<file path="src/rtl/tpf_pkg.sv">
// Package for the text punctuation tokenizer filter: request types and token tables.
`timescale 1ns / 1ps
package tpf_pkg;

  // Width of the index into a token's characters.
  localparam int unsigned TOK_IDX_W = 4;

  localparam int unsigned TOK_STOP_LEN  = 11;
  localparam int unsigned TOK_COMMA_LEN = 8;
  localparam int unsigned TOK_QUEST_LEN = 11;

  // Classified byte kinds that produce output.
  typedef enum logic [1:0] {
    KIND_CHAR  = 2'd0,
    KIND_STOP  = 2'd1,
    KIND_COMMA = 2'd2,
    KIND_QUEST = 2'd3
  } kind_e;

  // One queued request from the front end to the emitter.
  typedef struct packed {
    kind_e      kind;
    logic [7:0] data;
  } cmd_t;

  // Character codes used by the classifier.
  localparam logic [7:0] CH_SPACE   = 8'h20;
  localparam logic [7:0] CH_PERIOD  = 8'h2E;
  localparam logic [7:0] CH_COMMA   = 8'h2C;
  localparam logic [7:0] CH_QUEST   = 8'h3F;
  localparam logic [7:0] CH_HYPHEN  = 8'h2D;
  localparam logic [7:0] CH_NEWLINE = 8'h0A;
  localparam logic [7:0] CH_0       = 8'h30;
  localparam logic [7:0] CH_9       = 8'h39;
  localparam logic [7:0] CH_UA      = 8'h41;
  localparam logic [7:0] CH_UZ      = 8'h5A;
  localparam logic [7:0] CH_LA      = 8'h61;
  localparam logic [7:0] CH_LZ      = 8'h7A;

  // " <fullstop>"
  localparam logic [7:0] TOK_STOP [TOK_STOP_LEN] = '{
    8'h20, 8'h3C, 8'h66, 8'h75, 8'h6C, 8'h6C, 8'h73, 8'h74, 8'h6F, 8'h70, 8'h3E
  };
  // " <comma>"
  localparam logic [7:0] TOK_COMMA [TOK_COMMA_LEN] = '{
    8'h20, 8'h3C, 8'h63, 8'h6F, 8'h6D, 8'h6D, 8'h61, 8'h3E
  };
  // " <question>"
  localparam logic [7:0] TOK_QUEST [TOK_QUEST_LEN] = '{
    8'h20, 8'h3C, 8'h71, 8'h75, 8'h65, 8'h73, 8'h74, 8'h69, 8'h6F, 8'h6E, 8'h3E
  };

  // Number of output bytes for a request kind.
  function automatic logic [TOK_IDX_W-1:0] tok_len(input kind_e kind);
    logic [TOK_IDX_W-1:0] len;
    unique case (kind)
      KIND_CHAR:  len = TOK_IDX_W'(1);
      KIND_STOP:  len = TOK_IDX_W'(TOK_STOP_LEN);
      KIND_COMMA: len = TOK_IDX_W'(TOK_COMMA_LEN);
      KIND_QUEST: len = TOK_IDX_W'(TOK_QUEST_LEN);
      default:    len = TOK_IDX_W'(1);
    endcase
    return len;
  endfunction

  // Output byte at position idx of a request.
  function automatic logic [7:0] tok_char(input cmd_t cmd, input logic [TOK_IDX_W-1:0] idx);
    logic [7:0] ch;
    ch = CH_SPACE;
    unique case (cmd.kind)
      KIND_CHAR: ch = cmd.data;
      KIND_STOP: begin
        if (idx < TOK_IDX_W'(TOK_STOP_LEN)) ch = TOK_STOP[idx];
      end
      KIND_COMMA: begin
        if (idx < TOK_IDX_W'(TOK_COMMA_LEN)) ch = TOK_COMMA[idx[2:0]];
      end
      KIND_QUEST: begin
        if (idx < TOK_IDX_W'(TOK_QUEST_LEN)) ch = TOK_QUEST[idx];
      end
      default: ch = cmd.data;
    endcase
    return ch;
  endfunction

endpackage

</file>
<file path="src/rtl/text_punct_tokenizer_filter.sv">
// Top level of the text punctuation tokenizer filter.
// Usage:
//   Input channel (in_valid_i / in_stall_o): one text byte per request with
//   string_start_i marking the first byte of a new string. Bytes other than
//   ASCII letters, digits, period, comma, question mark, hyphen, space and
//   newline are dropped; repeated spaces collapse to one.
//   Output channel (out_valid_o / out_stall_i): one byte per request, last_o
//   high on the final byte produced for an input byte. A period, comma or
//   question mark expands into " <fullstop>", " <comma>" or " <question>".
//   A kept byte accepted on the input is written into the request queue,
//   then loaded into the output register. A plain byte yields one output
//   byte, so one byte per cycle is sustained while out_stall_i is low; the
//   emitter walks a token one character per cycle, also while out_stall_i is
//   low. Meanwhile input is accepted into a QueueDepth-entry request queue;
//   in_stall_o rises when it is full. Dropped bytes never enter the queue.
//   When the receiver stalls, the output register holds its byte and the
//   queue absorbs input until full. Reset empties the queue and the output
//   register and clears the space state; no clearing pass is needed.
`timescale 1ns / 1ps
module text_punct_tokenizer_filter #(
  parameter int unsigned QueueDepth = 4
) (
  input  logic       clk_i,
  input  logic       rst_ni,
  input  logic       in_valid_i,
  output logic       in_stall_o,
  input  logic [7:0] in_byte_i,
  input  logic       string_start_i,
  output logic       out_valid_o,
  input  logic       out_stall_i,
  output logic [7:0] out_byte_o,
  output logic       last_o
);

  localparam int unsigned CmdW = $bits(tpf_pkg::cmd_t);

  tpf_pkg::cmd_t   push_cmd;
  tpf_pkg::cmd_t   head_cmd;
  logic [CmdW-1:0] head_raw;
  logic            push;
  logic            pop;
  logic            q_full;
  logic            q_empty;

  tpf_front u_front (
    .clk_i          (clk_i),
    .rst_ni         (rst_ni),
    .in_valid_i     (in_valid_i),
    .in_stall_o     (in_stall_o),
    .in_byte_i      (in_byte_i),
    .string_start_i (string_start_i),
    .q_full_i       (q_full),
    .push_o         (push),
    .cmd_o          (push_cmd)
  );

  tpf_fifo #(
    .Depth (QueueDepth),
    .Width (CmdW)
  ) u_fifo (
    .clk_i   (clk_i),
    .rst_ni  (rst_ni),
    .push_i  (push),
    .wdata_i (push_cmd),
    .full_o  (q_full),
    .pop_i   (pop),
    .empty_o (q_empty),
    .rdata_o (head_raw)
  );

  assign head_cmd = tpf_pkg::cmd_t'(head_raw);

  tpf_back u_back (
    .clk_i       (clk_i),
    .rst_ni      (rst_ni),
    .q_empty_i   (q_empty),
    .q_cmd_i     (head_cmd),
    .pop_o       (pop),
    .out_valid_o (out_valid_o),
    .out_stall_i (out_stall_i),
    .out_byte_o  (out_byte_o),
    .last_o      (last_o)
  );

  // Queue is never written when full
  assert property (@(posedge clk_i) disable iff (!rst_ni) push |-> !q_full)
    else $error("push into full request queue");

  // Queue is never popped when empty
  assert property (@(posedge clk_i) disable iff (!rst_ni) pop |-> !q_empty)
    else $error("pop from empty request queue");

  // A token is emitted without gaps once started
  assert property (@(posedge clk_i) disable iff (!rst_ni)
                   (out_valid_o && !out_stall_i && !last_o) |=> out_valid_o)
    else $error("gap inside token expansion");

endmodule

</file>
<file path="src/rtl/tpf_fifo.sv">
// Small request queue between the classifier and the emitter.
`timescale 1ns / 1ps
module tpf_fifo #(
  parameter int unsigned Depth = 4,
  parameter int unsigned Width = 10
) (
  input  logic             clk_i,
  input  logic             rst_ni,
  input  logic             push_i,
  input  logic [Width-1:0] wdata_i,
  output logic             full_o,
  input  logic             pop_i,
  output logic             empty_o,
  output logic [Width-1:0] rdata_o
);

  localparam int unsigned PtrW = (Depth > 1) ? $clog2(Depth) : 1;
  localparam int unsigned CntW = $clog2(Depth + 1);

  logic [Width-1:0] mem_q [Depth];
  logic [PtrW-1:0]  wr_q, wr_d, rd_q, rd_d;
  logic [CntW-1:0]  cnt_q, cnt_d;

  assign full_o  = (cnt_q == CntW'(Depth));
  assign empty_o = (cnt_q == '0);
  assign rdata_o = mem_q[rd_q];

  // Pointer and occupancy update
  always_comb begin
    wr_d  = wr_q;
    rd_d  = rd_q;
    cnt_d = cnt_q;
    if (push_i) begin
      wr_d = (wr_q == PtrW'(Depth - 1)) ? '0 : wr_q + 1'b1;
    end
    if (pop_i) begin
      rd_d = (rd_q == PtrW'(Depth - 1)) ? '0 : rd_q + 1'b1;
    end
    if (push_i && !pop_i) begin
      cnt_d = cnt_q + 1'b1;
    end else if (pop_i && !push_i) begin
      cnt_d = cnt_q - 1'b1;
    end
  end

  always_ff @(posedge clk_i or negedge rst_ni) begin
    if (!rst_ni) begin
      wr_q  <= '0;
      rd_q  <= '0;
      cnt_q <= '0;
    end else begin
      wr_q  <= wr_d;
      rd_q  <= rd_d;
      cnt_q <= cnt_d;
    end
  end

  // Storage, no reset needed
  always_ff @(posedge clk_i) begin
    if (push_i) begin
      mem_q[wr_q] <= wdata_i;
    end
  end

endmodule

</file>
<file path="src/rtl/tpf_front.sv">
// Front end: accepts input bytes, tracks the space state and classifies each byte.
`timescale 1ns / 1ps
module tpf_front (
  input  logic          clk_i,
  input  logic          rst_ni,
  input  logic          in_valid_i,
  output logic          in_stall_o,
  input  logic [7:0]    in_byte_i,
  input  logic          string_start_i,
  input  logic          q_full_i,
  output logic          push_o,
  output tpf_pkg::cmd_t cmd_o
);

  logic prev_space_q, prev_space_d;
  logic accept;
  logic eff_prev;
  logic keep;
  logic is_alnum;

  assign in_stall_o = q_full_i;
  assign accept     = in_valid_i && !q_full_i;
  assign eff_prev   = string_start_i ? 1'b0 : prev_space_q;

  assign is_alnum = ((in_byte_i >= tpf_pkg::CH_0)  && (in_byte_i <= tpf_pkg::CH_9))  ||
                    ((in_byte_i >= tpf_pkg::CH_UA) && (in_byte_i <= tpf_pkg::CH_UZ)) ||
                    ((in_byte_i >= tpf_pkg::CH_LA) && (in_byte_i <= tpf_pkg::CH_LZ));

  // Classify the byte and work out the next space state
  always_comb begin
    keep         = 1'b0;
    cmd_o.kind   = tpf_pkg::KIND_CHAR;
    cmd_o.data   = in_byte_i;
    prev_space_d = eff_prev;
    priority if (in_byte_i == tpf_pkg::CH_SPACE) begin
      keep         = !eff_prev;
      prev_space_d = 1'b1;
    end else if (in_byte_i == tpf_pkg::CH_PERIOD) begin
      keep         = 1'b1;
      cmd_o.kind   = tpf_pkg::KIND_STOP;
      prev_space_d = 1'b0;
    end else if (in_byte_i == tpf_pkg::CH_COMMA) begin
      keep         = 1'b1;
      cmd_o.kind   = tpf_pkg::KIND_COMMA;
      prev_space_d = 1'b0;
    end else if (in_byte_i == tpf_pkg::CH_QUEST) begin
      keep         = 1'b1;
      cmd_o.kind   = tpf_pkg::KIND_QUEST;
      prev_space_d = 1'b0;
    end else if (is_alnum || (in_byte_i == tpf_pkg::CH_HYPHEN) ||
                 (in_byte_i == tpf_pkg::CH_NEWLINE)) begin
      keep         = 1'b1;
      prev_space_d = 1'b0;
    end else begin
      // dropped byte: only the string start clears the state
      keep = 1'b0;
    end
  end

  assign push_o = accept && keep;

  always_ff @(posedge clk_i or negedge rst_ni) begin
    if (!rst_ni) begin
      prev_space_q <= 1'b0;
    end else if (accept) begin
      prev_space_q <= prev_space_d;
    end
  end

endmodule

</file>
<file path="src/rtl/tpf_back.sv">
// Back end: expands queued requests into output bytes through an output register.
`timescale 1ns / 1ps
module tpf_back (
  input  logic          clk_i,
  input  logic          rst_ni,
  input  logic          q_empty_i,
  input  tpf_pkg::cmd_t q_cmd_i,
  output logic          pop_o,
  output logic          out_valid_o,
  input  logic          out_stall_i,
  output logic [7:0]    out_byte_o,
  output logic          last_o
);

  logic                          out_valid_q, out_valid_d;
  logic [7:0]                    out_byte_q, out_byte_d;
  logic                          last_q, last_d;
  logic [tpf_pkg::TOK_IDX_W-1:0] idx_q, idx_d;
  logic                          load;
  logic                          is_last;

  // Output register can take a new byte when empty or being drained
  assign load    = !out_valid_q || !out_stall_i;
  assign is_last = (idx_q == tpf_pkg::tok_len(q_cmd_i.kind) - 1'b1);

  always_comb begin
    out_valid_d = out_valid_q;
    out_byte_d  = out_byte_q;
    last_d      = last_q;
    idx_d       = idx_q;
    pop_o       = 1'b0;
    if (load) begin
      out_valid_d = !q_empty_i;
      if (!q_empty_i) begin
        out_byte_d = tpf_pkg::tok_char(q_cmd_i, idx_q);
        last_d     = is_last;
        if (is_last) begin
          pop_o = 1'b1;
          idx_d = '0;
        end else begin
          idx_d = idx_q + 1'b1;
        end
      end
    end
  end

  always_ff @(posedge clk_i or negedge rst_ni) begin
    if (!rst_ni) begin
      out_valid_q <= 1'b0;
      idx_q       <= '0;
    end else begin
      out_valid_q <= out_valid_d;
      idx_q       <= idx_d;
    end
  end

  // Output payload
  always_ff @(posedge clk_i) begin
    out_byte_q <= out_byte_d;
    last_q     <= last_d;
  end

  assign out_valid_o = out_valid_q;
  assign out_byte_o  = out_byte_q;
  assign last_o      = last_q;

endmodule
</file>
<file path="config.mk">
export PLATFORM = sky130hd
export DESIGN_NAME = text_punct_tokenizer_filter
export DESIGN_NICKNAME = d
export VERILOG_FILES = /design/src/rtl/tpf_pkg.sv /design/src/rtl/text_punct_tokenizer_filter.sv /design/src/rtl/tpf_fifo.sv /design/src/rtl/tpf_front.sv /design/src/rtl/tpf_back.sv
export SDC_FILE = /design/constraint.sdc
export NUM_CORES = 1
export LEC_CHECK = 0
export BUFFER_PORTS_ARGS = -buffer_cell sky130_fd_sc_hd__buf_4
export CAP_MARGIN = 10
export CORE_MARGIN = 2
export CORE_UTILIZATION = 60
export CTS_CLUSTER_SIZE = 12
export DETAILED_ROUTE_END_ITERATION = 10
export GPL_ROUTABILITY_DRIVEN = 0
export HOLD_SLACK_MARGIN = 0.05
export PLACE_DENSITY_LB_ADDON = 0.15
export SYNTH_ARGS = -nofsm -noshare
export SYNTH_HDL_FRONTEND = slang
export SYNTH_HIERARCHICAL = 1
export SYNTH_SLANG_ARGS = --single-unit
</file>
<file path="constraint.sdc">
create_clock -name clk_i -period 8.5 [get_ports clk_i]
set_input_delay 0.425 -clock clk_i [delete_from_list [all_inputs] [get_ports clk_i]]
set_output_delay 0.425 -clock clk_i [all_outputs]
set_load 0.1 [all_outputs]
</file>
==> flow_summary_export.csv, run 1 <==
group,metric,value,unit
status,status,"finished, final reports clean",
critical_path,startpoint_type,"flop",
critical_path,crit_family,"multiplexers",
clock_network,cts_tree,"built",
clock_network,clockBufferDepth,2,
synthesis,synth-seq-cells,62,
place,port_buffers,23,
global_routing,antenna_found_initial,0,
sta,layout_min_cycle_time,3.66,ns
sta,setup_ws,4.84,ns
cells_and_area,antenna_cells,0,
critical_path,rr_endpoint,"u_fifo/cnt_q[1]$_DFFE_PN0P_",
routing,drt_wl_total,5.61,mm
critical_path,critPathSlowestCell,"dfrtp_1",
clock_network,cts_root_buffer,"clkbuf_8",
power_and_ir_drop,comb_power_share,44.5,%
synthesis,ys_types,51,
sta,finalCritPeriodShare,43.1,%
clock_network,cts_buffers,9,
power_and_ir_drop,cellPowerDensity,352,mW/mm^2
synthesis,yosys_warnings,6,
place,pre_cts_ws,4.82,ns
global_routing,gr-total-overflow,0,
clock_network,ctsResizeCount,0,
synthesis,synth_edf_count,49,
global_routing,grt_max_degree,27,
cells_and_area,nets,291,
critical_path,timing.rr.start,"u_fifo/rd_q[0]$_DFFE_PN0P_",
sta,rsz0062_at_grt,"false",
power_and_ir_drop,clockPowerShare,17.0,%
synthesis,ys.flop_type,"edfxtp_1",
cells_and_area,instances_no_fill,337,
critical_path,cp-end-kind,"flop",
power_and_ir_drop,p_int,0.700,mW
synthesis,postSynthCellCount,248,
sta,worst_pin_slew,0.792,ns
cells_and_area,nFillCells,365,
synthesis,postSynthAreaPerCell,13.1,um^2
floorplan,rows,26,
critical_path,r2r_slack,4.84,ns
synthesis,synth_seq_area_share,55.3,%
sta,slew_violations,0,
sta,tns,0,ns
floorplan,die_h,77.6,um
critical_path,rr_worst_depth,10,
clock_network,path_clk_slew,0.07,ns
critical_path,cp-startpoint,"u_fifo/rd_q[0]$_DFFE_PN0P_",
synthesis,syn_nets,276,
routing,drc,0,
cells_and_area,final_core_util,68.5,%
clock_network,clkLatencyLatePin,0.33,ns
critical_path,cp_num_buf_inv,2,
clock_network,cts_setup_buffers,0,
critical_path,worst_path_largest_cell_delay,0.76,ns
place,dpl.cell_count,321,
power_and_ir_drop,power_frac_seq,38.5,%
power_and_ir_drop,vdd_drop_max,0.304,mV
routing,drt_iter0_drc,149,
floorplan,io_pins,24,
cells_and_area,area_growth,9.17,%
routing,via_count,2004,
power_and_ir_drop,p_sw,0.549,mW
sta,max_freq,273,MHz
floorplan,dieArea,0.00602,mm^2
floorplan,chipWidth,77.6,um
global_routing,grt_pass1_wl,9.29,mm
power_and_ir_drop,p_leak,1.31,nW
run,maxCapViolCount,0,
routing,first_pass_iters,7,
floorplan,initial_core_util,62.8,%
critical_path,crit_required,8.72,ns
sta,final_hold_viol_count,0,
synthesis,syn_area,0.00325,mm^2
floorplan,core,0.00517,mm^2
critical_path,critical_path.endpoint,"u_fifo/cnt_q[1]$_DFFE_PN0P_",
critical_path,critPathMaxFanout,13,
critical_path,cpMostUsedCell,"inv_1",
synthesis,synthArstFlopShare,21.0,%
routing,wire_per_inst,16.6,um
routing,ant_nets,0,
critical_path,cp_cell_sequence,"mux4_2 -> or3b_1 -> o32ai_2 -> or2_1 -> and2_1 -> inv_1 -> ha_1 -> inv_1 -> fa_1 -> mux2_2",
global_routing,grt_usage,20.5,%
power_and_ir_drop,p_sw_share,44.0,%
sta,finalClockSkew,0.00901,ns
global_routing,grt_pass1_vias,1881,
sta,relSlewSlack,47.2,%
place,place_hpwl,3.87,mm
critical_path,path_class,"flop to flop",
worst_hold_path,min_path_type,"input pin to flop",
critical_path,path_depth,10,
cells_and_area,final_cell_mix,"edfxtp_1, buf_4, nand2_1, nor2_1, ha_1",
cells_and_area,drive_above_1_share,20.6,%
clock_network,cts.sinks,62,
cells_and_area,final_common_cell,"edfxtp_1",
routing,vias_per_cell,5.95,
clock_network,ctsHtreeMaxLevel,3,
critical_path,cp.arrival,3.88,ns
sta,finalSetupViolCount,0,
stage by stage:
stage | hold WS, ns | power, mW | cell area, um^2
after floorplan | 0.129 | 0.939 | 3250
final | 0.303 | 1.25 | 3540
after detailed placement | 0.284 | 1.04 | 3370
after global routing | 0.313 | 1.32 | 3540
after CTS | 0.292 | 1.26 | 3540
after global placement | 0.283 | 1.03 | 3370
kinds of logic after synthesis:
kind of cell / share of synthesized area (%)
adders and majority gates: 6.01
buffers and inverters: 5.01
muxes: 11.2
and+or+nand+nor: 12.8
DFF: 55.3
xor gates and xnor gates: 1.35
AOI/OAI and AO/OA: 8.29
tightest hold or removal path: stages:
cell     delay, ns
buf_4         0.08
nand2_1       0.04
nand2_1       0.05
sequential cells by signal, summed over array words and instances (netlist names):
register	flops
u_fifo/cnt_q	3
u_back/idx_q	4
u_back/out_byte_o	8
u_front/prev_space_q	1
u_back/out_valid_o	1
u_fifo/rd_q	2
u_back/last_o	1
u_fifo/mem_q	40
u_fifo/wr_q	2
worst min path at each step:
| stage | startpoint | endpoint | slack (ns) | cells past startpoint |
|---|---|---|---|---|
| floorplan | rst_ni | u_back/idx_q[0]$_DFFE_PN0P_ | 0.13 | 0 |
| global placement | rst_ni | u_back/idx_q[0]$_DFFE_PN0P_ | 0.28 | 1 |
| detailed placement | rst_ni | u_back/out_valid_o$_DFFE_PN0N_ | 0.28 | 1 |
| CTS | out_stall_i | u_back/out_valid_o$_DFFE_PN0N_ | 0.29 | 3 |
| global route | out_stall_i | u_back/out_valid_o$_DFFE_PN0N_ | 0.31 | 3 |
| finish | out_stall_i | u_back/out_valid_o$_DFFE_PN0N_ | 0.30 | 3 |
area by class of cell:
type / count / area (um^2) / area share (%)
Clock buffer: 9 / 124 / 3.49
Clock inverter: 6 / 40.0 / 1.13
Inverter: 7 / 26.3 / 0.741
Multi-Input combinational cell: 159 / 1290 / 36.3
Sequential cell: 62 / 1800 / 50.7
Tap cell: 70 / 87.6 / 2.47
Timing Repair Buffer: 24 / 183 / 5.15
synthesized netlist by cell type, types with 2 or more instances:
| cell | n | area share (%) |
|---|---|---|
| mux4_1 | 3 | 2.4 |
| and3_1 | 2 | 0.39 |
| buf_2 | 4 | 0.62 |
| buf_6 | 2 | 0.69 |
| mux2i_1 | 6 | 1.8 |
| xor2_1 | 2 | 0.54 |
| clkbuf_1 | 3 | 0.35 |
| o22ai_1 | 2 | 0.39 |
| nand3b_1 | 2 | 0.46 |
| o21ai_0 | 13 | 2.0 |
| inv_1 | 7 | 0.81 |
| a21oi_1 | 6 | 0.92 |
| or3_1 | 3 | 0.58 |
| and2_1 | 6 | 1.2 |
| a31oi_1 | 2 | 0.39 |
| xnor2_1 | 3 | 0.81 |
| nor2_1 | 19 | 2.2 |
| edfxtp_1 | 49 | 45 |
| buf_4 | 11 | 2.5 |
| mux2_2 | 4 | 1.4 |
| ha_1 | 14 | 5.4 |
| nand2b_1 | 7 | 1.3 |
| a211o_1 | 3 | 0.81 |
| mux4_2 | 8 | 5.5 |
| dfrtp_1 | 13 | 10 |
| nor3b_1 | 2 | 0.46 |
| a32oi_1 | 2 | 0.54 |
| nor3_1 | 5 | 0.77 |
| nand2_1 | 20 | 2.3 |
| nand3_1 | 4 | 0.62 |
power by group through the flow:
stage,logic [mW],registers [mW],clock network [mW]
final,0.555,0.481,0.212
after global routing,0.598,0.496,0.230
after CTS,0.555,0.484,0.218
after detailed placement,0.552,0.490,0
after global placement,0.546,0.487,0
after floorplan,0.342,0.597,0
metal layers:
metal	vias to the layer above	global-route usage, %	share of wire (%)
li1	952	-	-
met1	968	27.8	43
met2	77	32.8	50
met3	7	5.12	5.7
met4	0	6.79	1.2
met5	-	0	0
timing repair:
item	in CTS	in global routing
endpoints found under the setup margin	0	0
hold buffers	1	0
hold endpoints to repair	13	0
(Power assumes the default switching activity.)
==> run 2, diff against run 1 <==
--- a/config.mk
+++ b/config.mk
@@ -8,7 +8,7 @@
 export BUFFER_PORTS_ARGS = -buffer_cell sky130_fd_sc_hd__buf_4
 export CAP_MARGIN = 10
 export CORE_MARGIN = 2
-export CORE_UTILIZATION = 60
+export CORE_UTILIZATION = 54
 export CTS_CLUSTER_SIZE = 12
 export DETAILED_ROUTE_END_ITERATION = 10
 export GPL_ROUTABILITY_DRIVEN = 0
==> constraint.sdc (replaced) <==
create_clock -name clk_i -period 3.23 [get_ports clk_i]
set_input_delay 0.1615 -clock clk_i [delete_from_list [all_inputs] [get_ports clk_i]]
set_output_delay 0.1615 -clock clk_i [all_outputs]
set_load 0.1 [all_outputs]
==> run 2 against run 1 <==
  * First-iteration DRC count shrank 15%
  * Highest routed layer unchanged
  * Combinational power grew to 2.9 times the previous value
  * Power grew to 2.8 times the previous value
  * Worst setup slack lost 4.6 ns
  * Clock power grew to 3.5 times the previous value
  * Register-to-register slack lost 4.6 ns
  * Sequential power grew 150%
  * Cell area grew 3.9%
  * Core utilization shrank 5.6 points
==> flow_summary_export.csv, run 2 (synthesis results as in run 1) <==
group,metric,value,unit
status,status,"finished, final reports clean",
sta,layout_min_cycle_time,2.95,ns
power_and_ir_drop,cellPowerDensity,961,mW/mm^2
global_routing,grt_usage,19.7,%
critical_path,worst_path_largest_cell_delay,0.53,ns
critical_path,cp_cell_sequence,"mux4_2 -> buf_4 -> nand2b_1 -> o32ai_2 -> or2_1 -> and2_1 -> inv_1 -> ha_1 -> inv_1 -> fa_1 -> xor2_1 -> nor2_1 -> xor2_1",
clock_network,ctsHtreeMaxLevel,3,
worst_hold_path,min_path_type,"input pin to flop",
cells_and_area,antenna_cells,0,
critical_path,crit_family,"simple AND/OR/NAND/NOR gates",
sta,finalCritPeriodShare,91.5,%
floorplan,die_h,81.5,um
sta,finalSetupViolCount,0,
floorplan,io_pins,24,
routing,ant_nets,0,
sta,worst_pin_slew,0.565,ns
cells_and_area,nets,300,
cells_and_area,largest_reg_flops,40,
clock_network,cts_buffers,9,
sta,relSlewSlack,62.3,%
global_routing,grt_pass1_vias,1910,
critical_path,cp.arrival,3.21,ns
global_routing,gr-total-overflow,0,
critical_path,startpoint_type,"flop",
floorplan,dieArea,0.00665,mm^2
sta,max_freq,338,MHz
run,maxCapViolCount,0,
critical_path,path_class,"flop to flop",
place,place_hpwl,4.06,mm
sta,slew_violations,0,
cells_and_area,regMostFlops,"u_fifo/mem_q",
routing,via_count,2017,
clock_network,clkLatencyLatePin,0.33,ns
cells_and_area,drive_above_1_share,22.7,%
critical_path,cp-end-kind,"flop",
place,dpl.cell_count,333,
clock_network,cts_root_buffer,"clkbuf_8",
global_routing,grt_pass1_wl,9.44,mm
routing,drt_wl_total,5.87,mm
clock_network,cts_tree,"built",
routing,first_pass_iters,4,
critical_path,critPathSlowestCell,"mux4_2",
cells_and_area,final_common_cell,"edfxtp_1",
routing,drc,0,
global_routing,antenna_found_initial,0,
clock_network,cts.sinks,62,
place,port_buffers,23,
floorplan,chipWidth,81.5,um
cells_and_area,final_cell_mix,"edfxtp_1, buf_4, nand2_1, nor2_1, ha_1",
routing,vias_per_cell,5.73,
cells_and_area,instances_no_fill,352,
floorplan,rows,28,
sta,tns,0,ns
power_and_ir_drop,p_leak,1.39,nW
floorplan,core,0.00585,mm^2
power_and_ir_drop,vdd_drop_max,0.714,mV
sta,final_hold_viol_count,0,
routing,drt_iter0_drc,127,
sta,finalClockSkew,0.0108,ns
floorplan,initial_core_util,55.5,%
sta,rsz0062_at_grt,"false",
critical_path,cp_num_buf_inv,3,
global_routing,grt_max_degree,22,
cells_and_area,area_growth,13.4,%
clock_network,clockBufferDepth,2,
clock_network,path_clk_slew,0.07,ns
critical_path,critPathMaxFanout,12,
critical_path,crit_required,3.48,ns
cells_and_area,nFillCells,457,
routing,wire_per_inst,16.7,um
[run 2: changes by cell type in the layout (fill, tap and decap cells not counted)]
cell / delta
buf_4: +7
clkinvlp_4: -3
bufinv_16: +2
clkinv_4: +2
dlygate4sd3_1: +2
clkbuf_1: +1
clkinv_1: -1
clkinv_2: -1
inv_6: +1
[run 2: final cells by class]
type                            count  area (um^2)  area share [%]
Clock buffer                       10          128            3.47
Clock inverter                      6         95.1            2.58
Inverter                            7         26.3           0.714
Multi-Input combinational cell    159         1290            35.0
Sequential cell                    62         1800            48.8
Tap cell                           75         93.8            2.55
Timing Repair Buffer               33          255            6.93
[run 2: report_power, final]
group / internal (mW) / total (mW) / switching [mW] / leakage (nW)
sequential: 1.05 / 1.19 / 0.143 / 0.601
combinational: 0.563 / 1.59 / 1.03 / 0.678
clock: 0.441 / 0.750 / 0.308 / 0.111
total: 2.06 / 3.54 / 1.48 / 1.39
[run 2: layer usage]
metal / global-route usage [%] / vias up / part of all wire (%)
met1: 26.0 / 1002 / 46
met5: 0 / - / 0
met2: 31.6 / 39 / 49
met4: 8.14 / 0 / 1.8
met3: 4.62 / 8 / 3.6
li1: - / 968 / -
[run 2: through the flow]
stage	utilization, %	cell area, um^2	hold slack (ns)	setup WS, ns	total power, mW
after floorplan	-	3250	-0.134	0.142	2.47
after global placement	58.6	3430	0.0216	0.339	2.78
after detailed placement	58.6	3430	0.0237	0.275	2.80
after CTS	62.9	3680	0.0573	0.268	3.56
after global routing	62.9	3680	0.0639	0.0859	3.73
final	62.9	3680	0.0709	0.275	3.54
[run 2: what timing repair did]
| item | 4_1_cts | 5_1_grt |
|---|---|---|
| endpoints found under the hold margin | 17 | 0 |
| hold buffers | 3 | 0 |
| buffers inserted | 0 | 0 |
| gates resized for setup | 0 | 0 |
[run 2: final timing paths]
check	startpoint	to	slack, ns	depth (start not counted)
setup / recovery	u_fifo/rd_q[0]$_DFFE_PN0P_	u_fifo/cnt_q[2]$_DFFE_PN0P_	0.28	13
min in group asynchronous	rst_ni	u_fifo/rd_q[1]$_DFFE_PN0P_	0.21	2
hold reg to reg	u_front/prev_space_q$_DFFE_PN0P_	u_front/prev_space_q$_DFFE_PN0P_	0.49	1
max in group asynchronous	rst_ni	u_fifo/wr_q[1]$_DFFE_PN0P_	2.85	2
hold / removal	in_byte_i[7]	u_fifo/mem_q[1][7]$_DFFE_PP_	0.07	1
setup reg to reg	u_fifo/rd_q[0]$_DFFE_PN0P_	u_fifo/cnt_q[2]$_DFFE_PN0P_	0.28	13
==> run 3, diff against run 2 <==
--- a/config.mk
+++ b/config.mk
@@ -5,7 +5,7 @@
 export SDC_FILE = /design/constraint.sdc
 export NUM_CORES = 1
 export LEC_CHECK = 0
-export BUFFER_PORTS_ARGS = -buffer_cell sky130_fd_sc_hd__buf_4
+export BUFFER_PORTS_ARGS = -buffer_cell sky130_fd_sc_hd__buf_2
 export CAP_MARGIN = 10
 export CORE_MARGIN = 2
 export CORE_UTILIZATION = 54
==> run 3 against run 2 <==
  * Combinational power fell by 3%
  * First-iteration DRC count fell by 46%
  * Worst setup slack better by 0.0082 ns
  * Hold slack better by 0.042 ns
  * Count of clock-buffer cells in the layout shrank 1
  * Critical path depth stayed put
  * Power decreased by 4.3%
  * Maximum frequency increased by 0.28%
  * Clock skew up 0.00074 ns
  * Sequential power is essentially flat
  * Final cell count is 0.28% lower
  * Largest power group unchanged
  * Highest routed layer unchanged
==> flow_summary_export.csv, run 3 (synthesis results as in run 1) <==
group,metric,value,unit
status,status,"finished, final reports clean",
floorplan,rows,28,
critical_path,cp_num_buf_inv,3,
power_and_ir_drop,cellPowerDensity,944,mW/mm^2
floorplan,die_h,81.5,um
floorplan,core,0.00585,mm^2
critical_path,critPathMaxFanout,12,
clock_network,clockBufferDepth,2,
cells_and_area,design_area,0.00359,mm^2
cells_and_area,final_cell_mix,"edfxtp_1, buf_2, nand2_1, nor2_1, ha_1",
routing,wire_per_inst,16.3,um
routing,drt_iter0_drc,68,
power_and_ir_drop,vdd_drop_max,0.901,mV
power_and_ir_drop,power.total,3.39,mW
routing,via_count,2007,
critical_path,cp-end-kind,"flop",
clock_network,cts_buffers,9,
worst_hold_path,min_path_cells,1,
cells_and_area,nFillCells,466,
floorplan,chipWidth,81.5,um
floorplan,initial_core_util,55.5,%
run,maxCapViolCount,0,
worst_hold_path,min_path_type,"input pin to flop",
critical_path,cp_cell_sequence,"mux4_2 -> buf_4 -> nand2b_1 -> o32ai_2 -> or2_1 -> and2_1 -> inv_1 -> ha_1 -> inv_1 -> fa_1 -> xor2_1 -> nor2_1 -> xor2_1",
critical_path,startpoint_type,"flop",
clock_network,cts_tree,"built",
global_routing,top_usage_layer,"met2",
critical_path,worst_path_largest_cell_delay,0.52,ns
place,port_buffers,23,
sta,relSlewSlack,61.9,%
floorplan,dieArea,0.00665,mm^2
global_routing,grt_max_degree,21,
cells_and_area,final_core_util,61.3,%
routing,vias_per_cell,5.72,
cells_and_area,drive_above_1_share,23.2,%
global_routing,grt_usage,19.8,%
cells_and_area,multi_input_area,0.00129,mm^2
global_routing,use_met3,5.27,%
critical_path,path_depth,13,
power_and_ir_drop,p_int,1.93,mW
clock_network,ctsHtreeMaxLevel,3,
sta,final_hold_viol_count,0,
place,placed_cell_area,0.00338,mm^2
critical_path,cp-startpoint,"u_fifo/rd_q[0]$_DFFE_PN0P_",
routing,first_pass_iters,4,
sta,worst_pin_slew,0.571,ns
clock_network,path_clk_slew,0.07,ns
sta,finalClockSkew,0.0116,ns
power_and_ir_drop,comb_power_share,45.4,%
critical_path,crit_family,"simple AND/OR/NAND/NOR gates",
critical_path,crit_required,3.49,ns
cells_and_area,regArea,0.00180,mm^2
critical_path,rr_worst_depth,13,
global_routing,antenna_found_initial,0,
power_and_ir_drop,p_leak,1.35,nW
routing,ant_nets,0,
global_routing,grt_pass1_vias,1911,
floorplan,io_pins,24,
global_routing,grt_use_met2,30.1,%
critical_path,critPathSlowestCell,"mux4_2",
clock_network,cts.sinks,62,
sta,finalSetupViolCount,0,
sta,max_freq,339,MHz
power_and_ir_drop,power_frac_seq,35.5,%
sta,layout_min_cycle_time,2.95,ns
cells_and_area,regMostFlops,"u_fifo/mem_q",
global_routing,grt_pass1_wl,9.45,mm
cells_and_area,nets,300,
critical_path,path_class,"flop to flop",
routing,drc,0,
cells_and_area,largest_reg_flops,40,
clock_network,clkLatencyLatePin,0.33,ns
sta,finalCritPeriodShare,91.2,%
sta,rsz0062_at_grt,"false",
routing,drt_wl_total,5.74,mm
power_and_ir_drop,clockPowerShare,19.2,%
cells_and_area,antenna_cells,0,
global_routing,gr-total-overflow,0,
power_and_ir_drop,p_sw,1.46,mW
sta,slew_violations,0,
cells_and_area,area_growth,10.5,%
sta,tns,0,ns
worst_hold_path,hold_start,"in_byte_i[5]",
clock_network,cts_root_buffer,"clkbuf_8",
place,place_hpwl,3.91,mm
global_routing,met1_usage,27.3,%
critical_path,cp.arrival,3.20,ns
cells_and_area,final_common_cell,"edfxtp_1",
critical_path,timing.rr.start,"u_fifo/rd_q[0]$_DFFE_PN0P_",
power_and_ir_drop,p_sw_share,43.0,%
## run 3: cell types whose count changed in the layout (fill, tap and decap cells not counted), sizes merged
cell / previous run / this run
clkinv: 3 / 2
bufinv: 2 / 1
buf: 30 / 31
clkinvlp: 0 / 2
dlygate4sd3: 3 / 2
clkbuf: 10 / 9
## run 3: final timing paths
check	endpoint	slack [ns]
hold reg to reg	u_fifo/cnt_q[2]$_DFFE_PN0P_	0.49
min in group asynchronous	u_back/idx_q[2]$_DFFE_PN0P_	0.25
max in group asynchronous	u_fifo/rd_q[0]$_DFFE_PN0P_	2.71
hold / removal	u_fifo/mem_q[3][5]$_DFFE_PP_	0.11
setup / recovery	u_fifo/cnt_q[2]$_DFFE_PN0P_	0.28
setup reg to reg	u_fifo/cnt_q[2]$_DFFE_PN0P_	0.28
## run 3: stage by stage
| stage | hold slack (ns) | setup WS (ns) | cells |
|---|---|---|---|
| 6_report | 0.113 | 0.283 | 351 |
| 3_3_place_gp | 0.0763 | 0.282 | 334 |
| 3_5_place_dp | 0.0772 | 0.231 | 334 |
| 2_1_floorplan | -0.134 | 0.142 | 248 |
| 4_1_cts | 0.0906 | 0.198 | 351 |
| 5_1_grt | 0.102 | 0.0803 | 351 |
## run 3: final cells by class
type	count	area share, %
Clock buffer	9	3.45
Multi-Input combinational cell	159	35.9
Inverter	7	0.732
Sequential cell	62	50.1
Timing Repair Buffer	33	5.44
Clock inverter	6	1.74
Tap cell	75	2.62
## run 3: timing repair
item                                    4_1_cts  5_1_grt
resized for setup                             0        1
endpoints found under the setup margin        0        1
setup buffers                                 0        0
endpoints found under the hold margin        14        0
hold buffers                                  2        0
## run 3: power by group through the flow
stage	registers [mW]	clock network, mW	logic, mW
CTS	1.20	0.665	1.55
floorplan	1.57	0	0.900
global route	1.23	0.702	1.66
global placement	1.22	0	1.52
detailed placement	1.22	0	1.53
finish	1.20	0.649	1.54
## run 3: worst register-to-register path: stages, from the launching register on
cell	delay, ns
dfrtp_2	0.43
mux4_2	0.52
buf_4	0.19
nand2b_1	0.13
o32ai_2	0.11
or2_1	0.25
and2_1	0.18
inv_1	0.07
ha_1	0.17
inv_1	0.06
fa_1	0.37
xor2_1	0.15
nor2_1	0.11
xor2_1	0.15
## run 3: layer usage
metal	vias up	part of all wire (%)
met4	0	1.3
met5	-	0
met2	49	48
li1	969	-
met1	983	46
met3	6	4.5
